<file path="src/design/isa_pkg.sv">
// shared types, sizes and codes for the indexed shift array
// used by isa_cell, isa_rd_tree and indexed_shift_array_core
package isa_pkg;

  localparam int CAPACITY    = 64;
  localparam int VALUE_WIDTH = 32;
  localparam int CNT_W       = $clog2(CAPACITY + 1);
  localparam int POS_W       = 7;
  localparam int CMP_W       = (CNT_W > POS_W) ? CNT_W : POS_W;
  localparam int GROUP_SIZE  = 8;
  localparam int NGROUPS     = (CAPACITY + GROUP_SIZE - 1) / GROUP_SIZE;

  localparam logic [2:0] KIND_INSERT   = 3'd0;
  localparam logic [2:0] KIND_REMOVE   = 3'd1;
  localparam logic [2:0] KIND_PUSH     = 3'd2;
  localparam logic [2:0] KIND_POP      = 3'd3;
  localparam logic [2:0] KIND_READ     = 3'd4;
  localparam logic [2:0] KIND_WRITE    = 3'd5;
  localparam logic [2:0] KIND_CLEAR    = 3'd6;

  localparam logic [1:0] ST_OK         = 2'd0;
  localparam logic [1:0] ST_BAD_INDEX  = 2'd1;
  localparam logic [1:0] ST_FULL       = 2'd2;
  localparam logic [1:0] ST_EMPTY      = 2'd3;

  typedef logic [VALUE_WIDTH-1:0] val_t;

  typedef struct packed {
    logic [2:0]  kind;
    logic [6:0]  position;
    logic [31:0] value_in;
  } in_req_t;

  typedef struct packed {
    logic [1:0]  status;
    logic [31:0] value_out;
    logic [6:0]  element_total;
  } out_rsp_t;

  // broadcast to every cell in the row
  typedef struct packed {
    logic             shift_up;
    logic             shift_down;
    logic             load;
    logic [CMP_W-1:0] addr;
    logic [CMP_W-1:0] rd_addr;
    val_t             data;
  } cell_ctl_t;

endpackage

</file>
<file path="src/design/isa_cell.sv">
// one storage cell of the shift row: holds one value and takes it from
// its left or right neighbor, the load bus, or keeps it; uses isa_pkg
module isa_cell import isa_pkg::*; (
  input  logic             clk,
  input  logic [CMP_W-1:0] cell_idx,
  input  cell_ctl_t        ctl,
  input  val_t             left_val,
  input  val_t             right_val,
  output val_t             val,
  output val_t             rd_val
);

  val_t val_r;
  val_t val_nxt;

  always_comb begin
    val_nxt = val_r;
    if (ctl.shift_up && (cell_idx > ctl.addr)) begin
      val_nxt = left_val;
    end else if (ctl.shift_down && (cell_idx >= ctl.addr)) begin
      val_nxt = right_val;
    end else if (ctl.load && (cell_idx == ctl.addr)) begin
      val_nxt = ctl.data;
    end
  end

  always_ff @(posedge clk) begin
    val_r <= val_nxt;
  end

  assign val    = val_r;
  assign rd_val = (cell_idx == ctl.rd_addr) ? val_r : '0;

endmodule

</file>
<file path="config.mk">
export PLATFORM = sky130hd
export DESIGN_NAME = isa_cell
export DESIGN_NICKNAME = d
export VERILOG_FILES = /design/src/design/isa_pkg.sv /design/src/design/isa_cell.sv
export SDC_FILE = /design/constraint.sdc
export NUM_CORES = 1
export LEC_CHECK = 0
export BUFFER_PORTS_ARGS = -buffer_cell sky130_fd_sc_hd__buf_2
export CORE_MARGIN = 1.5
export CORE_UTILIZATION = 39
export DETAILED_ROUTE_END_ITERATION = 10
export PLACE_DENSITY = 0.92
export RECOVER_POWER = 50
export SLEW_MARGIN = 25
export SYNTH_ARGS = -nofsm -noshare
export SYNTH_HDL_FRONTEND = slang
export SYNTH_SLANG_ARGS = --single-unit
</file>
<file path="constraint.sdc">
create_clock -name clk -period 5.2 [get_ports clk]
set_clock_uncertainty 0.2 [all_clocks]
set_input_delay 1.3 -clock clk [delete_from_list [all_inputs] [get_ports clk]]
set_output_delay 1.3 -clock clk [all_outputs]
set_load 0.01 [all_outputs]
</file>
## Yosys cells after proc, flatten, opt, wreduce, memory -nomap -nowiden

Index checks and enable logic that the tools add are counted.
Widths: inputs -> output; s select.

| operators by class | value |
|---|---|
| $lt $le $gt $ge | 2 |
| equality and inequality tests | 2 |
| multiplexer cells | 4 |
| reductions and logical operators | 4 |

Operator list:

| cell | number |
|---|---|
| $mux 32 | 4 |
| $eq 7x7->1 | 2 |
| $ge 7x7->1 | 1 |
| $gt 7x7->1 | 1 |
| $logic_and 1x1->1 | 3 |
| $reduce_bool 3->1 | 1 |

| storage, ports and cells | value |
|---|---|
| register bits after elaboration | 32 |
| bits of input ports | 121 |
| output and inout port bits | 64 |
| logic and storage cells | 13 |

## Logic depth before layout (Yosys ltp)

Gate-level depths: netlist of the first run.

| depth | value |
|---|---|
| depth in word-level cells | 5 |
| mapped depth | 9 |

## Least setup slack after synthesis of the first run

Ideal clock, no wire load.

| timing | value |
|---|---|
| path type | input port to flip-flop |
| from | input ctl[45] in the netlist's numbering |
| to | register val_r[0], in the netlist val[0] (enable) |
| arrival | 3.549 ns |
| data required time | 4.569 ns |
| slack | 1.020 ns |
| stages on the path | 5 |
| path through | inv_1 ha_1 and4_4 nand4_1 o211ai_1 |

| between the ends | value |
|---|---|
| word-level cells in the longest chain between the ends | 3 |
| elaborated cells on any way between the ends | 7 |
| those cells by class | 2 x order compare; 1 x eq/ne; 4 x reduce/logical |

RTL lines:

| item | RTL line | RTL |
|---|---|---|
| start, declared | isa_cell.sv:6 | `input cell_ctl_t ctl,` |
| $gt 7x7->1, or another cell as far along | isa_cell.sv:18 | `if (ctl.shift_up && (cell_idx > ctl.addr)) begin` |
| $logic_and 1x1->1, on equally long branches | isa_cell.sv:18, isa_cell.sv:20, isa_cell.sv:22 |  |
| $reduce_bool 3->1 (no source line) * | - |  |
| end signal, assigned | isa_cell.sv:28 | `val_r <= val_nxt;` |
| end, declared | isa_cell.sv:13 | `val_t val_r;` |

Mark *: on every way between the ends. The rest lies on a longest branch, timed or not.
A chain may end at the register's enable or synchronous reset.

## Worst setup path after layout of the first run

| timing | value |
|---|---|
| from | input cell_idx[5] |
| to | register val_r[0], in the netlist val[0] (enable) |

| between the ends | value |
|---|---|
| word-level cells in the longest chain between the ends | 3 |
| elaborated cells on any way between the ends | 7 |
| those cells by class | 2 x order compare; 1 x eq/ne; 4 x reduce/logical |

RTL lines:

| item | RTL line | RTL |
|---|---|---|
| start, declared | isa_cell.sv:5 | `input logic [CMP_W-1:0] cell_idx,` |
| $gt 7x7->1, or another cell as far along | isa_cell.sv:18 |  |
| $logic_and 1x1->1, on equally long branches | isa_cell.sv:18, isa_cell.sv:20, isa_cell.sv:22 |  |
| $reduce_bool 3->1 (no source line) * | - |  |

Marks and branches as above.

==> reports/summary.txt, run 1 <==
========================================================================================
Post-synthesis net count                                                             341
Area inside the core boundary                                                  5470 um^2
Overall routed net length                                                        5.79 mm
Switching power                                                                 0.238 mW
Smallest hold slack                                                              1.15 ns
Net count reported at finish                                                         524
Number of remaining DRC errors                                                         0
Row Count                                                                             27
Post-layout min period                                                           4.53 ns
Port Buf Inserts                                                                     184
CTS Root Buffer Type                                                        sky130_fd_sc_hd__clkbuf_8
Vert. Die Dim                                                                    78.0 um
All-layer global routing usage                                                     18.6%
Worst path setup slack after routing                                            0.674 ns
Clock transition at path regs                                                    0.07 ns
Maximum number of pins on one net before global-route repair                          34
CTS Sinks                                                                             32
Overall via count from detail_route                                                 2191
Distinct cell type count of the synthesized netlist                                   25
Total power density per cell area                                            260 nW/um^2
Slew Limit Fails                                                                      17
Routed Antenna Nets                                                                    0
DR pass1 iterations                                                                    4
Final GP Congestion                                                                0.805
Top delay family on crit path                                               compound AO/OA/AOI/OAI gates
RSZ-0062 raised after global routing                                               false
Total negative slack for setup checks                                               0 ns
Fraction of power consumed by the clock network                                    27.2%
Antenna violations before repair                                                       0
Sequential share of power                                                          45.3%
Wire length of the first global-routing pass                                     9.03 mm
Cell type with the largest total area after synthesis                       sky130_fd_sc_hd__edfxtp_1
Share of total power consumed by net switching                                     28.5%
Final Hold Vio Count                                                                   0
Worst IR drop on VDD                                                            0.141 mV
Maximum Capacitance Violations                                                         1
Average footprint of a synthesized cell                                        10.3 um^2
Detailed placer's ending HPWL                                                    4.73 mm
Die area                                                                       6080 um^2
Largest stage delay on the critical path                                         1.63 ns
Comb pwr share                                                                     27.6%
Number of warning messages in the yosys log                                            0
Failing checks                                                              capacitance limit, slew limit
Arrival time at the worst endpoint                                               4.32 ns
Area share of the largest cell type after synthesis                                43.8%
Core Util, Final                                                                   58.6%
Worst Setup Path Type                                                             in2reg
Worst slew pin tran                                                              2.25 ns
Cell area after synthesis                                                      2190 um^2
Number of buffer and inverter stages on the critical path                              2
TritonCTS clock tree                                                                 yes
Setup-failing EPs final                                                                0
Launching element type of the critical path                                   input port
Vias in the first global route                                                      2111
Number of clock buffers inserted by TritonCTS                                          5
Final non-filler cell total                                                          469
Class of the worst hold path                                                      in2reg
Layout cell share with drive strength beyond 1                                     42.3%
Required time of the critical path                                               4.99 ns
Pleak                                                                            1.71 nW
Count of mapped cells out of synthesis                                               213
Slowest stage cell, crit path                                               sky130_fd_sc_hd__a22oi_1
Area after detailed placement                                                  3160 um^2
Via density per instance                                                            4.67
Part of the Yosys area used for sequential elements                                43.8%
Overflow after GRT                                                                     0
H-tree depth                                                                           2
# fillers                                                                            507
Synth Register Bits                                                                   32
CP Capture Type                                                                flip-flop
Sum of internal, switching and leakage power                                    0.834 mW
Main area contributors after synthesis                                      sky130_fd_sc_hd__edfxtp_1 44%, sky130_fd_sc_hd__mux2i_1 15%, sky130_fd_sc_hd__and2_1 9.1%, sky130_fd_sc_hd__a21oi_1 7.8%, sky130_fd_sc_hd__nor2_1 5.5%
Achievable Freq                                                                  221 MHz
Post-Place Cells                                                                     461
Clock buffer depth                                                                     2
Leading cell type in the layout, fill and taps excluded                     sky130_fd_sc_hd__buf_2
Drt wl/cell                                                                      12.3 um
CTS Hold Buffers Added                                                                 0
Ant. Diodes                                                                            0
Portion of the clock cycle consumed by the worst path in the final layout          87.0%
Post-CTS Resized                                                                       0
Status                                                                      finished, violations left
Worst-path maximum fanout                                                             32
Worst Setup Slack post-DPL                                                      0.858 ns
Cells along the critical path                                               buf_2, ha_1, and4_4, and2_4, a22oi_1, o211ai_1, buf_4
Initial DRC Count                                                                     34
Design internal power                                                           0.596 mW
Slew headroom                                                                     -50.3%
Flip-flop count of the largest register after layout                                  32
Post-route standard cell area excluding fillers                                3210 um^2
I/O pins                                                                             185
Width of the die                                                                 78.0 um
P&R area growth vs syn                                                             46.2%
Post-CTS repair timing setup buffer count                                              0
Most frequent cells in the layout                                           151 x sky130_fd_sc_hd__buf_2, 34 x sky130_fd_sc_hd__a21oi_1, 34 x sky130_fd_sc_hd__clkbuf_1
Effective utilization at floorplan                                                 40.1%
========================================================================================
cell families (layout without fill, tap and decap cells):
family | count (synthesis) | after routing | share of synthesized area [%]
AO/OA/AOI/OAI | 41 | 41 | 11.0
XOR/XNOR | 7 | 7 | 2.80
adder cells (fa/ha/maj) | 7 | 7 | 4.00
buffers and inverters | 21 | 205 | 6.16
flip-flops | 32 | 32 | 43.8
multiplexers | 32 | 32 | 14.6
AND/OR/NAND/NOR | 73 | 73 | 17.6
tightest hold or removal path, delay by kind of cell:
| family | cells | cell delay (ns) |
|---|---|---|
| buffers and inverters | 1 | 0.08 |
| AND/OR/NAND/NOR | 1 | 0.03 |
| AO/OA/AOI/OAI | 1 | 0.10 |
cell type report:
class / count / area [um^2] / area share [%]
Clock buffer: 6 / 72.6 / 2.26
Clock inverter: 2 / 35.0 / 1.09
Inverter: 8 / 30.0 / 0.937
Multi-Input combinational cell: 160 / 1090 / 33.9
Sequential cell: 32 / 961 / 30.0
Tap cell: 72 / 90.1 / 2.81
Timing Repair Buffer: 189 / 930 / 29.0
cell usage after synthesis (all sizes together):
| library cell | instances |
|---|---|
| nand3b | 1 |
| nand2 | 2 |
| nor2 | 32 |
| o211ai | 2 |
| and2 | 33 |
| edfxtp | 32 |
| clkbuf | 4 |
| a21oi | 35 |
| nor2b | 1 |
| xnor2 | 4 |
| mux2i | 32 |
| inv | 8 |
| and4 | 1 |
| nand4 | 2 |
| ha | 7 |
| a21boi | 1 |
| nor4 | 1 |
| xor2 | 3 |
| a22oi | 1 |
| o21ai | 2 |
| buf | 9 |
power by group through the flow:
stage          registers (mW)  logic [mW]  clock network [mW]
2_1_floorplan           0.406       0.108                   0
3_3_place_gp            0.379       0.239                   0
3_5_place_dp            0.382       0.246                   0
4_1_cts                 0.376       0.247               0.232
5_1_grt                 0.383       0.253               0.241
6_report                0.378       0.230               0.227
final timing paths:
| path | startpoint | to | slack, ns | cells after the start |
|---|---|---|---|---|
| setup / recovery | cell_idx[5] | val[0] | 0.67 | 7 |
| hold / removal | left_val[3] | val[3] | 1.15 | 3 |
layer usage:
| metal | vias up | share of wire (%) | wire [um] | track usage, % |
|---|---|---|---|---|
| li1 | 1117 | - | - | - |
| met1 | 970 | 38 | 2230 | 19.4 |
| met2 | 98 | 54 | 3120 | 36.3 |
| met3 | 6 | 6.8 | 395 | 3.76 |
| met4 | 0 | 0.88 | 51 | 6.25 |
| met5 | - | 0 | 0 | 0 |
Note: power is estimated with default switching activity, not from simulation.
==> run 2: changes to the inputs <==
--- a/config.mk
+++ b/config.mk
@@ -6,11 +6,12 @@
 export NUM_CORES = 1
 export LEC_CHECK = 0
 export BUFFER_PORTS_ARGS = -buffer_cell sky130_fd_sc_hd__buf_2
-export CORE_MARGIN = 1.5
+export CORE_MARGIN = 4
 export CORE_UTILIZATION = 39
+export CTS_CLUSTER_DIAMETER = 120
 export DETAILED_ROUTE_END_ITERATION = 10
 export PLACE_DENSITY = 0.92
-export RECOVER_POWER = 50
+export RECOVER_POWER = 100
 export SLEW_MARGIN = 25
 export SYNTH_ARGS = -nofsm -noshare
 export SYNTH_HDL_FRONTEND = slang
==> reports/summary.txt, run 2 (synthesis gave the netlist of run 1 again) <==
========================================================================================
Status                                                                      finished, final reports clean
Wire length of the first global-routing pass                                     10.1 mm
Instance count along the most critical hold path                                       3
Pleak                                                                            1.62 nW
Class of the worst hold path                                                      in2reg
Post-layout min period                                                           4.06 ns
Area inside the core boundary                                                  5470 um^2
Number of clock buffers inserted by TritonCTS                                          5
Worst slew pin tran                                                             0.839 ns
Width of the die                                                                 83.0 um
Clock transition at path regs                                                    0.06 ns
CTS Sinks                                                                             32
Portion of the clock cycle consumed by the worst path in the final layout          78.0%
All-layer global routing usage                                                     18.0%
# fillers                                                                            530
Overall routed net length                                                        6.48 mm
Launching element type of the critical path                                   input port
Arrival time at the worst endpoint                                               2.56 ns
Total negative slack for setup checks                                               0 ns
Leading cell type in the layout, fill and taps excluded                     sky130_fd_sc_hd__buf_2
Clock buffer depth                                                                     2
Setup-failing EPs final                                                                0
Net count reported at finish                                                         525
Post-CTS repair timing setup buffer count                                              0
H-tree depth                                                                           2
TritonCTS clock tree                                                                 yes
CTS Hold Buffers Added                                                                 0
Number of buffer and inverter stages on the critical path                              3
Flip-flop count of the largest register after layout                                  32
P&R area growth vs syn                                                             44.3%
Routed Antenna Nets                                                                    0
DR pass1 iterations                                                                    6
Vias in the first global route                                                      2236
Slowest stage cell, crit path                                               sky130_fd_sc_hd__buf_4
Cells along the critical path                                               buf_2, xnor2_1, nand4_1, nor4_1, buf_4, and2_1, clkbuf_1
Smallest hold slack                                                              1.16 ns
Maximum Capacitance Violations                                                         0
Antenna violations before repair                                                       0
Worst IR drop on VDD                                                            0.137 mV
Row Count                                                                             27
Number of cells on the critical path                                                   7
I/O pins                                                                             185
CP Capture Type                                                              output port
Worst-path maximum fanout                                                             32
Die area                                                                       6880 um^2
Port Buf Inserts                                                                     184
Post-CTS Resized                                                                       0
Slew Limit Fails                                                                       0
RSZ-0062 raised after global routing                                               false
Worst Setup Slack post-DPL                                                       1.16 ns
Worst Setup Path Type                                                             in2out
Most frequent cells in the layout                                           129 x sky130_fd_sc_hd__buf_2, 57 x sky130_fd_sc_hd__clkbuf_1, 35 x sky130_fd_sc_hd__a21oi_1
CTS Root Buffer Type                                                        sky130_fd_sc_hd__clkbuf_8
Overflow after GRT                                                                     0
Maximum number of pins on one net before global-route repair                          34
Number of remaining DRC errors                                                         0
Required time of the critical path                                               3.70 ns
Worst path setup slack after routing                                             1.14 ns
Achievable Freq                                                                  247 MHz
Effective utilization at floorplan                                                 40.1%
Total power density per cell area                                            262 nW/um^2
Vert. Die Dim                                                                    83.0 um
Ant. Diodes                                                                            0
Final GP Congestion                                                                0.879
Slew headroom                                                                      44.1%
Via density per instance                                                            4.69
Top delay family on crit path                                               buffers and inverters
Largest stage delay on the critical path                                         0.33 ns
Core Util, Final                                                                   57.8%
Layout cell share with drive strength beyond 1                                     36.2%
Detailed placer's ending HPWL                                                    5.33 mm
Initial DRC Count                                                                     31
Drt wl/cell                                                                      13.8 um
Overall via count from detail_route                                                 2205
Final Hold Vio Count                                                                   0
========================================================================================
[run 2: cell count changes in the layout (fill, tap and decap cells not counted), moves of 2 or more]
cell,change
sky130_fd_sc_hd__clkbuf_1,+23
sky130_fd_sc_hd__and2_1,-8
sky130_fd_sc_hd__and2_0,+8
sky130_fd_sc_hd__clkinv_1,+2
sky130_fd_sc_hd__buf_2,-22
[run 2: final timing paths]
check	endpoint	slack (ns)	from
min	val[8]	1.16	left_val[8]
max	rd_val[25]	1.14	ctl[35]
[run 2: routing by layer]
metal / share of wire [%] / vias to the layer above / track usage (%) / routed length (um)
met3: 8.7 / 9 / 4.96 / 561
met5: 0 / - / 0 / 0
met1: 35 / 982 / 18.3 / 2290
li1: - / 1113 / - / -
met2: 54 / 101 / 34.3 / 3510
met4: 1.8 / 0 / 7.28 / 119
[run 2: metrics by stage]
step	area, um^2	power, mW	cells
finish	3160	0.828	470
global route	3160	0.881	470
CTS	3260	0.853	470
detailed placement	3150	0.630	462
global placement	3150	0.620	462
floorplan	2190	0.513	213
[run 2: area by class of cell]
| cell class | count | area [um^2] | share of cell area [%] |
|---|---|---|---|
| well taps | 72 | 90.1 | 2.85 |
| multi-input cells | 160 | 1090 | 34.3 |
| inverters | 8 | 30.0 | 0.949 |
| repair buffers | 190 | 890 | 28.1 |
| flip-flops and latches | 32 | 961 | 30.4 |
| clock inverters | 3 | 37.5 | 1.19 |
| clock buffers | 5 | 68.8 | 2.18 |
[run 2: power breakdown]
| group | internal, mW | total (mW) | switching (mW) |
|---|---|---|---|
| clock | 0.139 | 0.220 | 0.0813 |
| combinational | 0.0986 | 0.230 | 0.131 |
| sequential | 0.353 | 0.378 | 0.0247 |
[run 2: worst min-delay path: stages]
cell                      delay, ns
sky130_fd_sc_hd__buf_2         0.07
sky130_fd_sc_hd__nor2_1        0.03
sky130_fd_sc_hd__a21oi_1       0.10
